## src/design/mh_pkg.sv

```systemverilog
package mh_pkg;

    localparam int OFFSET_WIDTH    = 13;
    localparam int HEADING_WIDTH   = 9;
    localparam int ANGLE_WIDTH     = 32;
    localparam int ANGLE_TABLE_LEN = 24;

    localparam logic [ANGLE_WIDTH-1:0]   HALF_TURN   = 32'h8000_0000;
    localparam logic [HEADING_WIDTH-1:0] DEG_FULL    = 9'd360;
    localparam logic [HEADING_WIDTH-1:0] DEG_WEST    = 9'd270;
    localparam logic [HEADING_WIDTH-1:0] DEG_EAST    = 9'd90;
    localparam logic [HEADING_WIDTH-1:0] DEG_NORTH   = 9'd0;

    typedef enum logic {
        CFG_X_OFFSET = 1'b0,
        CFG_Y_OFFSET = 1'b1
    } cfg_index_t;

    typedef struct packed {
        logic                     valid;
        logic                     bypass;
        logic                     hvalid;
        logic [HEADING_WIDTH-1:0] heading;
    } ctl_t;

    function automatic logic [ANGLE_WIDTH-1:0] cordic_angle(input int stage);
        logic [ANGLE_WIDTH-1:0] angle;
        unique case (stage)
            0:  angle = 32'h2000_0000;
            1:  angle = 32'h12E4_051E;
            2:  angle = 32'h09FB_385B;
            3:  angle = 32'h0511_11D4;
            4:  angle = 32'h028B_0D43;
            5:  angle = 32'h0145_D7E1;
            6:  angle = 32'h00A2_F61E;
            7:  angle = 32'h0051_7C55;
            8:  angle = 32'h0028_BE53;
            9:  angle = 32'h0014_5F2F;
            10: angle = 32'h000A_2F98;
            11: angle = 32'h0005_17CC;
            12: angle = 32'h0002_8BE6;
            13: angle = 32'h0001_45F3;
            14: angle = 32'h0000_A2FA;
            15: angle = 32'h0000_517D;
            16: angle = 32'h0000_28BE;
            17: angle = 32'h0000_145F;
            18: angle = 32'h0000_0A30;
            19: angle = 32'h0000_0518;
            20: angle = 32'h0000_028C;
            21: angle = 32'h0000_0146;
            22: angle = 32'h0000_00A3;
            23: angle = 32'h0000_0051;
            default: angle = '0;
        endcase
        return angle;
    endfunction

endpackage

```

## src/design/mh_front.sv

```systemverilog
module mh_front #(
    parameter int W  = 16,
    parameter int XW = 19
) (
    input  logic                                clk,
    input  logic                                rst_n,
    input  logic                                load,
    input  logic                                in_valid,
    input  logic signed [W-1:0]                 mag_x,
    input  logic signed [W-1:0]                 mag_y,
    input  logic signed [mh_pkg::OFFSET_WIDTH-1:0] x_offset,
    input  logic signed [mh_pkg::OFFSET_WIDTH-1:0] y_offset,
    output mh_pkg::ctl_t                        ctl_out,
    output logic signed [XW-1:0]                x_out,
    output logic signed [XW-1:0]                y_out,
    output logic [mh_pkg::ANGLE_WIDTH-1:0]      z_out
);
    import mh_pkg::*;

    localparam int AW = W + 2;

    logic signed [AW-1:0]    a;
    logic signed [AW-1:0]    b;
    logic signed [XW-1:0]    a_ext;
    logic signed [XW-1:0]    b_ext;
    logic                    flip;
    ctl_t                    ctl_next;
    ctl_t                    ctl_reg;
    logic signed [XW-1:0]    x_next;
    logic signed [XW-1:0]    y_next;
    logic [ANGLE_WIDTH-1:0]  z_next;
    logic signed [XW-1:0]    x_reg;
    logic signed [XW-1:0]    y_reg;
    logic [ANGLE_WIDTH-1:0]  z_reg;

    always_comb
    begin
        a     = AW'(x_offset) - AW'(mag_y);
        b     = AW'(mag_x) + AW'(y_offset);
        a_ext = XW'(a);
        b_ext = XW'(b);
        flip  = b < 0;

        ctl_next.valid  = in_valid;
        ctl_next.bypass = (b == 0);
        ctl_next.hvalid = !((a == 0) && (b == 0));
        if (b != 0)
        begin
            ctl_next.heading = DEG_NORTH;
        end
        else if (a > 0)
        begin
            ctl_next.heading = DEG_WEST;
        end
        else if (a < 0)
        begin
            ctl_next.heading = DEG_EAST;
        end
        else
        begin
            ctl_next.heading = DEG_NORTH;
        end

        x_next = flip ? -b_ext : b_ext;
        y_next = flip ? -a_ext : a_ext;
        z_next = flip ? HALF_TURN : '0;
    end

    always_ff @(posedge clk or negedge rst_n)
    begin
        if (!rst_n)
        begin
            ctl_reg <= '0;
        end
        else if (load)
        begin
            ctl_reg <= ctl_next;
        end
    end

    always_ff @(posedge clk)
    begin
        if (load)
        begin
            x_reg <= x_next;
            y_reg <= y_next;
            z_reg <= z_next;
        end
    end

    assign ctl_out = ctl_reg;
    assign x_out   = x_reg;
    assign y_out   = y_reg;
    assign z_out   = z_reg;

endmodule

```

## config.mk

```make
export PLATFORM = sky130hd
export DESIGN_NAME = mh_front
export DESIGN_NICKNAME = d
export VERILOG_FILES = /design/src/design/mh_pkg.sv /design/src/design/mh_front.sv
export SDC_FILE = /design/constraint.sdc
export NUM_CORES = 1
export LEC_CHECK = 0
export CAP_MARGIN = 25
export CORE_UTILIZATION = 60
export DETAILED_ROUTE_END_ITERATION = 10
export DONT_BUFFER_PORTS = 1
export GPL_TIMING_DRIVEN = 0
export PLACE_DENSITY = 0.76
export SYNTH_ARGS = -nofsm -noshare
export SYNTH_HDL_FRONTEND = slang
export SYNTH_SLANG_ARGS = --single-unit
```

## constraint.sdc

```tcl
create_clock -name clk -period 0.93 [get_ports clk]
set_input_delay 0.2325 -clock clk [delete_from_list [all_inputs] [get_ports clk]]
set_output_delay 0.2325 -clock clk [all_outputs]
set_load 0.03 [all_outputs]
```

==> results of run 1 <==
[kinds of logic after synthesis]
| logic type | Yosys count | synth area share |
|---|---|---|
| buffers and inverters | 77 | 0.102 |
| AOI/OAI and AO/OA | 115 | 0.196 |
| muxes | 4 | 0.0100 |
| adders and majority gates | 38 | 0.115 |
| and+or+nand+nor | 120 | 0.157 |
| DFF | 45 | 0.311 |
| xor gates and xnor gates | 52 | 0.107 |
| other | 1 | 0.000883 |
[sequential cells by signal, summed over array words and instances (netlist names)]
name,cells
ctl_out,6
x_out,19
y_out,19
z_out,1
[timing repair]
action                                  CTS  global route
endpoints found under the hold margin     6             0
pin swaps                                31            32
setup buffers                            33            16
resized for setup                        59            50
endpoints found under the setup margin   88            88
hold buffers                              1             0
cloned                                    2             0
[layout by cell type, fill, tap and decap left out, drive strengths merged, types with 8 or more instances in the layout]
master / count
a21o: 9
a21oi: 34
buf: 90
conb: 36
edfxtp: 39
ha: 36
inv: 34
nand2: 23
nand2b: 8
nand3: 10
nor2: 30
o21ai: 23
xnor2: 31
xor2: 21
[final timing paths]
kind / startpoint / end / slack, ps / cells after the start
min in group asynchronous: rst_n / ctl_out[3] / 210 / 1
hold reg to reg: ctl_out[11] / ctl_out[11] / 660 / 1
hold / removal: load / y_out[14] / 20 / 0
setup / recovery: mag_x[0] / ctl_out[2] / -2100 / 16
max in group asynchronous: rst_n / ctl_out[2] / 460 / 1
setup reg to reg: ctl_out[10] / ctl_out[10] / 20 / 1
[metal layers]
metal | vias to the layer above | global-route usage | share of wire
met5 | - | 0 | 0
met4 | 0 | 0.0803 | 0.026
met3 | 38 | 0.0664 | 0.086
met2 | 210 | 0.486 | 0.50
met1 | 1823 | 0.356 | 0.38
li1 | 1755 | - | -
[final cells by class]
| type | count | area (sq um) |
|---|---|---|
| fillers | 335 | 903 |
| multi-input cells | 365 | 3370 |
| inverters | 33 | 139 |
| repair buffers | 51 | 528 |
| clock inverters | 3 | 21.3 |
| clock buffers | 5 | 68.8 |
| plain buffers | 42 | 354 |
| well taps | 96 | 120 |
| flip-flops and latches | 45 | 1330 |
[power groups by stage]
stage               clock, mW  combinational (mW)  sequential [mW]
finish                   1.31                4.25             3.66
global route             1.36                4.53             3.70
CTS                      1.26                3.60             3.64
detailed placement          0                2.95             3.68
global placement            0                2.87             3.68
floorplan                   0                2.53             3.60
==> metrics.md, run 1 <==
| Metric | Value |
|---|---|
| Setup CP Type | in2reg |
| Pre-CTS WS | -2580 ps |
| Initial antenna violation count | 0 |
| Worst-path maximum fanout | 5 |
| Final Core Density | 0.868 |
| Worst path required time | 1150 ps |
| Top_reg_cell synth | edfxtp_1 |
| Clock Latency Late Sink | 300 ps |
| Status | finished with violations |
| Layout area overhead | 39.6% |
| Worst-path clk slew | around 100 ps |
| Max_cap viols | 0 |
| DR iter-0 viols | 271 |
| I/O pin count | 144 |
| FMAX | between 300 and 400 MHz |
| # diodes | 0 |
| Final ANT Viol Nets | 0 |
| Synth top cells by count | edfxtp_1 (39), buf_4 (37), ha_1 (36) |
| Total power of the final layout | 9.21 mW |
| Final net count | 643 |
| Dpl hpwl | 6.94 mm |
| Placed Area | 4870 sq um |
| Bufs and invs on worst path | 3 |
| Final setup TNS | -77,360 ps |
| Post-synth ARST share | 0.133 |
| Cell chain of the critical path | ha_4 > inv_2 > fa_2 > nand2b_4 > buf_6 > a21oi_2 > a211o_4 > o31ai_2 > xnor2_2 > nand3_2 > or4_4 > nor2_4 > ha_4 > buf_6 > nand3_2 > o21ai_1 |
| Clk root buf | clkbuf_8 |
| Clock Power Share | 0.142 |
| Vias per inst | 5.98 |
| RSZ-0062 raised after global routing | true |
| Maximum vdd ir drop | 0.700 mV |
| TritonRoute pass-1 iters | 5 |
| I/O Buffers | 0 |
| Largest net degree at the start of global routing | 41 |
| Fin Clk Skew | 0 ps |
| Instance count of the mapped netlist | approximately 450 |
| Share of the synthesized area in the top cell type | 0.276 |
| CTS tree | built |
| Cell variety after synth | between 60 and 70 |
| Clock sink total | 45 |
| CTS H-Tree Depth | 2 |
| Clock buffer depth | 2 |
| Site Rows | 30 |
| Total GRT Usage | 0.283 |
| Most common cell in the netlist | edfxtp_1 |
| Failing checks | setup timing |
| Vias | 3,826 |
| Hold/Removal Path Class | in2reg |
| Core outline area | 6830 sq um |
| Die footprint | roughly 7400 sq um |
| Setup crit start kind | input port |
| Largest area contributor in the synthesized netlist | edfxtp_1 |
| Worst Setup Slack, final | -2100 ps |
| Fin crit share | 3.26 |
| Sw Ratio | 0.431 |
| Crit path time final | approximately 3000 ps |
| Final hold slack | 19.2 ps |
| Die width | 86.1 um |
| EDFF count, synth | 39 |
| Sequential fraction of the synthesis area | 0.311 |
| Placed cells | a little under 600 |
| Hold Vio Cnt, Final | 0 |
| CP top delay family | simple AND/OR/NAND/NOR gates |
| Syn. warnings | 0 |
| Worst-margin pin slew | 561 ps |
| Sw Pwr | 3.97 mW |
| Slowest-stage cell, CP | or4_4 |
| Die Y | 86.1 um |
| Share of cells above drive strength 1 | 0.419 |
| Power per cell area | between 1500 and 2000 nW/um^2 |
| Post-Syn Area | 4250 sq um |
| Placer Congestion | 0.791 |
| Pint | 5.24 mW |
| Worst path max stage delay | 550 ps |
| Final non-filler cell total | 640 |
| Synth top area cells | edfxtp_1 (28%), ha_1 (11%), buf_4 (6.5%) |
| Residual DRC count | 0 |
| Seq pwr share | 0.397 |
| WP data arrival | 3250 ps |
| Max-slew violations | 0 |
| WL/cell | 18.7 um |
| Vias in the first global route | 3,472 |
| Mapped Avg Cell Area | 9.40 sq um |
| Initial Utilization | 0.622 |
| GRT overflow | 0 |
| Finished Cell Area | 5930 sq um |
| Clock buffer count from CTS | 5 |
| Total routed wirelength | 11.9 mm |
| Leakage | around 2.4 nW |
| First-pass GRT wire length | 16.6 mm |
| Slew HR | 0.624 |
| Nature of the critical path endpoint | flop |
| Setup-failing EPs final | 88 |
| Comb pwr share | 0.461 |
| Yosys reg bits | 45 |
No activity file was read; power rests on OpenSTA's default activity.
==> inputs of run 2 (changes only) <==
--- a/config.mk
+++ b/config.mk
@@ -11,6 +11,7 @@
 export DONT_BUFFER_PORTS = 1
 export GPL_TIMING_DRIVEN = 0
 export PLACE_DENSITY = 0.76
+export SKIP_LAST_GASP = 1
 export SYNTH_ARGS = -nofsm -noshare
 export SYNTH_HDL_FRONTEND = slang
 export SYNTH_SLANG_ARGS = --single-unit
==> metrics.md, run 2 (same netlist as run 1, synthesis figures left out) <==
| Metric | Value |
|---|---|
| Sw Ratio | 0.430 (-0.00158) |
| Clk root buf | clkbuf_8 |
| Worst path max stage delay | 560 ps (about the same) |
| I/O Buffers | 0 (unchanged) |
| Worst-path clk slew | 100 ps (about the same) |
| Max_cap viols | 0 (unchanged) |
| Dpl hpwl | 6.94 mm (unchanged) |
| Die Y | 86.1 um (unchanged) |
| Worst path required time | 1160 ps (about the same) |
| Vias per inst | 5.93 (-0.80%) |
| Slew HR | 0.485 (-0.140) |
| End of the critical path | ctl_out[3] |
| Total routed wirelength | 11.7 mm (-2.2%) |
| Clock sink total | 45 (unchanged) |
| Cell chain of the critical path | ha_1 > a211oi_4 > buf_4 > o2111ai_2 > nand2_1 > xor2_2 > nor4b_4 > nand3_2 > or4_4 > nor2_4 > ha_4 > mux2i_4 > a31oi_1 |
| Hold Vio Cnt, Final | 0 (unchanged) |
| Vias in the first global route | 3,408 (-1.8%) |
| Total power of the final layout | 9.04 mW (-1.9%) |
| # diodes | 0 (unchanged) |
| Setup CP Type | in2reg |
| Comb pwr share | 0.454 (-0.007) |
| Share of cells above drive strength 1 | 0.409 (-0.0104) |
| Die footprint | 7420 sq um (unchanged) |
| Clock buffer depth | 2 (unchanged) |
| Setup-failing EPs final | 88 (unchanged) |
| Final setup TNS | -73,790 ps (+3570 ps) |
| Placed Area | 4870 sq um (unchanged) |
| Maximum vdd ir drop | 0.831 mV (+19%) |
| Initial Utilization | 0.622 (unchanged) |
| Final Core Density | 0.863 (-0.00476) |
| Fin Clk Skew | 0 ps (unchanged) |
| Seq pwr share | 0.404 (+0.007) |
| Residual DRC count | 0 (unchanged) |
| Core outline area | 6830 sq um (unchanged) |
| Die width | 86.1 um (unchanged) |
| Clock Power Share | 0.142 (about the same) |
| Reg2reg start | ctl_out[3] |
| Fin crit share | 3.27 (+0.00525) |
| Commonest non-fill, non-tap cells in the layout | buf_4 (72), edfxtp_1 (39), conb_1 (36) |
| FMAX | 329 MHz (-0.16%) |
| CTS tree | built |
| Total GRT Usage | 0.274 (-0.00927) |
| Worst-margin pin slew | 768 ps (+206 ps) |
| Final net count | 647 (+0.62%) |
| Reg-to-reg slack, setup | -20 ps (-40 ps) |
| Sw Pwr | 3.88 mW (-2.2%) |
| Nature of the critical path endpoint | flop |
| Worst Reg-to-Reg Cells | 2 (+1) |
| First-pass GRT wire length | 16.0 mm (-3.5%) |
| Critical R2R Capture | ctl_out[3] |
| Vias | 3,819 (-0.18%) |
| TritonRoute pass-1 iters | 6 (+1) |
| CTS H-Tree Depth | 2 (unchanged) |
| Hold Path Depth | 0 (unchanged) |
| Leakage | 2.44 nW (-0.31%) |
| Finished Cell Area | 5900 sq um (-0.55%) |
| Largest net degree at the start of global routing | 41 (unchanged) |
| Power per cell area | 1530 nW/um^2 (-1.3%) |
| Clock Latency Late Sink | 300 ps (about the same) |
| Slowest-stage cell, CP | or4_4 |
| Final ANT Viol Nets | 0 (unchanged) |
| Max-slew violations | 0 (unchanged) |
| RSZ-0062 raised after global routing | true |
| Worst Setup Slack, final | -2110 ps (-4.88 ps) |
| DR iter-0 viols | 239 (-12%) |
| Hold/Removal Path Class | in2reg |
| Status | finished with violations |
| Site Rows | 30 (unchanged) |
| I/O pin count | 144 (unchanged) |
| Worst-path maximum fanout | 5 (unchanged) |
| Failing checks | setup timing |
| Crit path time final | 3040 ps (+4.88 ps) |
| Most common cell after layout, fill and taps aside | buf_4 |
| Placer Congestion | 0.791 (unchanged) |
| Initial antenna violation count | 0 (unchanged) |
| Pint | 5.16 mW (-1.6%) |
| Layout area overhead | 38.8% |
| Setup crit start kind | input port |
| WL/cell | 18.1 um (-2.8%) |
| CP startpoint | mag_x[1] |
| Clock buffer count from CTS | 5 (unchanged) |
| WP data arrival | 3270 ps (+20 ps) |
| GRT overflow | 0 (unchanged) |
run 2: worst min path at each step:
stage                      from          end
after floorplan           rst_n  ctl_out[10]
after global placement    rst_n   ctl_out[9]
after detailed placement  rst_n   ctl_out[9]
after CTS                  load    y_out[13]
after global routing       load     y_out[8]
final                      load    y_out[14]
run 2: area by class of cell:
type | instances | area, sq um
repair buffers | 55 | 534
clock inverters | 3 | 21.3
well taps | 96 | 120
inverters | 33 | 153
plain buffers | 42 | 354
fillers | 356 | 936
multi-input cells | 365 | 3320
clock buffers | 5 | 68.8
flip-flops and latches | 45 | 1330
run 2: what timing repair did:
item,4_1_cts,5_1_grt
buffers inserted,33,20
hold buffers,1,0
cloned,2,0
endpoints found under the hold margin,6,0
resized for setup,54,45
pin swaps,30,40
endpoints found under the setup margin,88,88
run 2: layer usage:
| layer | global-route usage | up-vias | part of all wire | wire length, um |
|---|---|---|---|---|
| met4 | 0.0682 | 0 | 0.017 | 202 |
| met1 | 0.344 | 1809 | 0.39 | 4530 |
| li1 | - | 1762 | - | - |
| met2 | 0.475 | 227 | 0.50 | 5890 |
| met3 | 0.0645 | 21 | 0.091 | 1060 |
| met5 | 0 | - | 0 | 0 |
run 2: per-stage QoR:
| stage | worst slack [ps] | cells | hold WS [ps] |
|---|---|---|---|
| after floorplan | -2180 | 487 | -63.1 |
| after global placement | -2550 | 583 | -63.0 |
| after detailed placement | -2580 | 583 | -63.0 |
| after CTS | -1980 | 626 | 24.1 |
| after global routing | -2200 | 644 | 15.9 |
| final | -2110 | 644 | 23.5 |
run 2: power by group through the flow:
| stage | Sequential (mW) | Combinational (mW) | Clock, mW |
|---|---|---|---|
| finish | 3.65 | 4.10 | 1.29 |
| floorplan | 3.60 | 2.53 | 0 |
| global route | 3.69 | 4.37 | 1.34 |
| CTS | 3.64 | 3.58 | 1.26 |
| detailed placement | 3.68 | 2.95 | 0 |
| global placement | 3.68 | 2.87 | 0 |
run 2: critical path, delay by kind of cell:
kind                     cells  cell delay (ps)
AND/OR/NAND/NOR              5             1280
AO/OA/AOI/OAI                3              700
adder cells (fa/ha/maj)      2              570
XOR/XNOR                     1              210
buffers and inverters        1              170
multiplexers                 1              100
==> inputs of run 3 (changes only) <==
==> constraint.sdc (replaced) <==
create_clock -name clk -period 0.93 [get_ports clk]
set_input_delay 0 -clock clk [delete_from_list [all_inputs] [get_ports clk]]
set_output_delay 0 -clock clk [all_outputs]
set_load 0.03 [all_outputs]
==> metrics.md, run 3 (same netlist as run 1, synthesis figures left out) <==
| Metric | Value |
|---|---|
| Area of the multi-input gates | 3400 sq um (+2.6%) |
| Die footprint | 7420 sq um (unchanged) |
| CTS Hold Bufs | 5 (+4) |
| Maximum vdd ir drop | 1.24 mV (+49%) |
| Initial Utilization | 0.622 (unchanged) |
| Register Area | 1330 sq um (-0.28%) |
| Setup-failing EPs final | 43 (-51%) |
| Crit path time final | 2730 ps (-306 ps) |
| Min-delay src | load |
| I/O pin count | 144 (unchanged) |
| Hold Path Depth | 0 (unchanged) |
| Clock buffer depth | 2 (unchanged) |
| Worst Setup Slack, final | -1800 ps (+306 ps) |
| Worst-path clk slew | 110 ps (about the same) |
| Worst path required time | 970 ps (-190 ps) |
| Worst-path maximum fanout | 3 (-2) |
| Status | finished with violations |
| Failing checks | hold timing, setup timing |
| # fillers | 307 (-14%) |
| Setup crit start kind | input port |
| Hold Vio Cnt, Final | 39 (+39) |
| Hold/Removal Path Class | in2reg |
| Clock buffer count from CTS | 5 (unchanged) |
| Site Rows | 30 (unchanged) |
| I/O Buffers | 0 (unchanged) |
| Met1 wire length | 4.75 mm (+4.9%) |
| Die width | 86.1 um (unchanged) |
| Reg-to-reg slack, setup | 0 ps (+20 ps) |
| CTS H-Tree Depth | 2 (unchanged) |
| Worst-margin pin slew | 589 ps (-179 ps) |
| Total GRT Usage | 0.259 (-0.0149) |
| Nature of the critical path endpoint | flop |
| Dpl hpwl | 6.60 mm (-4.8%) |
| RSZ-0062 raised after global routing | true |
| Residual DRC count | 0 (unchanged) |
| WP data arrival | 2770 ps (-500 ps) |
| Final Core Density | 0.892 (+0.0291) |
| Final hold slack | -211 ps (-234 ps) |
| # diodes | 0 (unchanged) |
| TritonRoute pass-1 iters | 7 (+1) |
| Hold Crit Endpoint | y_out[10] |
| WL/cell | 18.8 um (+3.8%) |
| Core outline area | 6830 sq um (unchanged) |
| Setup CP Type | in2reg |
| Max_cap viols | 0 (unchanged) |
| Fin Clk Skew | 0 ps (unchanged) |
| Vias in the first global route | 3,338 (-2.1%) |
| Most common cell after layout, fill and taps aside | buf_4 |
| First-pass GRT wire length | 15.3 mm (-4.6%) |
| Critical R2R Capture | ctl_out[10] |
| Worst Reg-to-Reg Cells | 1 (-1) |
| Slew HR | 0.602 (+0.118) |
| Vias | 3,906 (+2.3%) |
| Leakage | 2.53 nW (+3.9%) |
| Share of cells above drive strength 1 | 0.427 (+0.0180) |
| CTS tree | built |
| Top sig layer | met4 |
| Die Y | 86.1 um (unchanged) |
| Clock Latency Late Sink | 290 ps (about the same) |
| Max-slew violations | 0 (unchanged) |
| Largest net degree at the start of global routing | 41 (unchanged) |
| Reg2reg start | ctl_out[10] |
| Vias per inst | 5.95 (+0.41%) |
| Initial antenna violation count | 0 (unchanged) |
| FMAX | 366 MHz (+11%) |
| Total routed wirelength | 12.3 mm (+5.8%) |
| Fin crit share | 2.94 (-0.329) |
| WL met2 | 6.04 mm (+2.7%) |
| Clk root buf | clkbuf_8 |
| Power per cell area | 1570 nW/um^2 (+2.2%) |
| Placer Congestion | 0.874 (+10%) |
| Met3 Routed Length | 1.07 mm (+0.76%) |
| Final ANT Viol Nets | 0 (unchanged) |
| GRT overflow | 0 (unchanged) |
| DR iter-0 viols | 245 (+2.5%) |
| Commonest non-fill, non-tap cells in the layout | buf_4 (77), edfxtp_1 (39), conb_1 (36) |
| Clock sink total | 45 (unchanged) |
| Final net count | 659 (+1.9%) |
| Layout area overhead | 43.5% |
[run 3: cell types whose count changed in the layout (fill, tap and decap cells not counted), moves of 3 or more]
cell	previous run	this run
buf_4	72	77
ha_1	24	18
dlygate4sd3_1	1	5
xnor2_2	2	7
dfrtp_1	0	3
o31ai_2	4	1
dfrtp_2	6	3
xnor2_1	29	24
buf_6	14	19
ha_4	11	15
o31ai_4	1	4
[run 3: timing repair]
action,CTS,global route
resized for setup,59,66
pin swaps,30,33
buffers inserted,36,30
setup endpoints to repair,43,43
endpoints found under the hold margin,48,39
cloned,1,1
[run 3: how the worst max path moves through the flow]
stage,start,to,slack (ps),cells past startpoint
final,mag_x[0],x_out[15],-1800,12
after CTS,mag_x[0],x_out[16],-1600,13
after global routing,mag_x[0],x_out[15],-1900,12
after detailed placement,mag_x[0],ctl_out[9],-2260,14
after global placement,mag_x[0],ctl_out[9],-2190,14
after floorplan,mag_x[0],x_out[16],-1950,13
[run 3: final cells by class]
class                   count  area share
flip-flops and latches     45       0.217
multi-input cells         365       0.558
inverters                  33      0.0236
plain buffers              42      0.0599
clock inverters             2     0.00636
well taps                  96      0.0197
repair buffers             67       0.103
clock buffers               6      0.0119
[run 3: stage by stage]
stage,cell area [sq um],cells,setup TNS (ps),total power [mW],setup slack (ps)
6_report,6090,656,-60860,9.55,-1800
5_1_grt,6090,656,-63930,9.88,-1900
4_1_cts,5590,630,-54000,8.70,-1600
3_5_place_dp,4860,583,-68020,6.61,-2260
3_3_place_gp,4860,583,-65880,6.54,-2190
2_1_floorplan,4740,487,-56000,6.13,-1950
[run 3: critical path: stages]
cell	delay [ps]
ha_4	110
inv_2	30
fa_2	360
nand2b_4	190
a21oi_4	150
xor2_2	100
buf_4	150
nor3_2	350
nor4bb_1	540
nand4_1	190
o41ai_1	460
xnor2_1	130
[run 3: per-layer routing]
layer  vias up  global-route usage
met5         -                   0
met3        57              0.0626
met2       247               0.441
met1      1817               0.328
met4         0              0.0727
li1       1785                   -
[run 3: power by group]
group	switching [mW]	total, mW	internal (mW)
sequential	0.897	3.64	2.74
combinational	2.34	4.37	2.03
clock	0.731	1.54	0.809
total	3.97	9.55	5.58
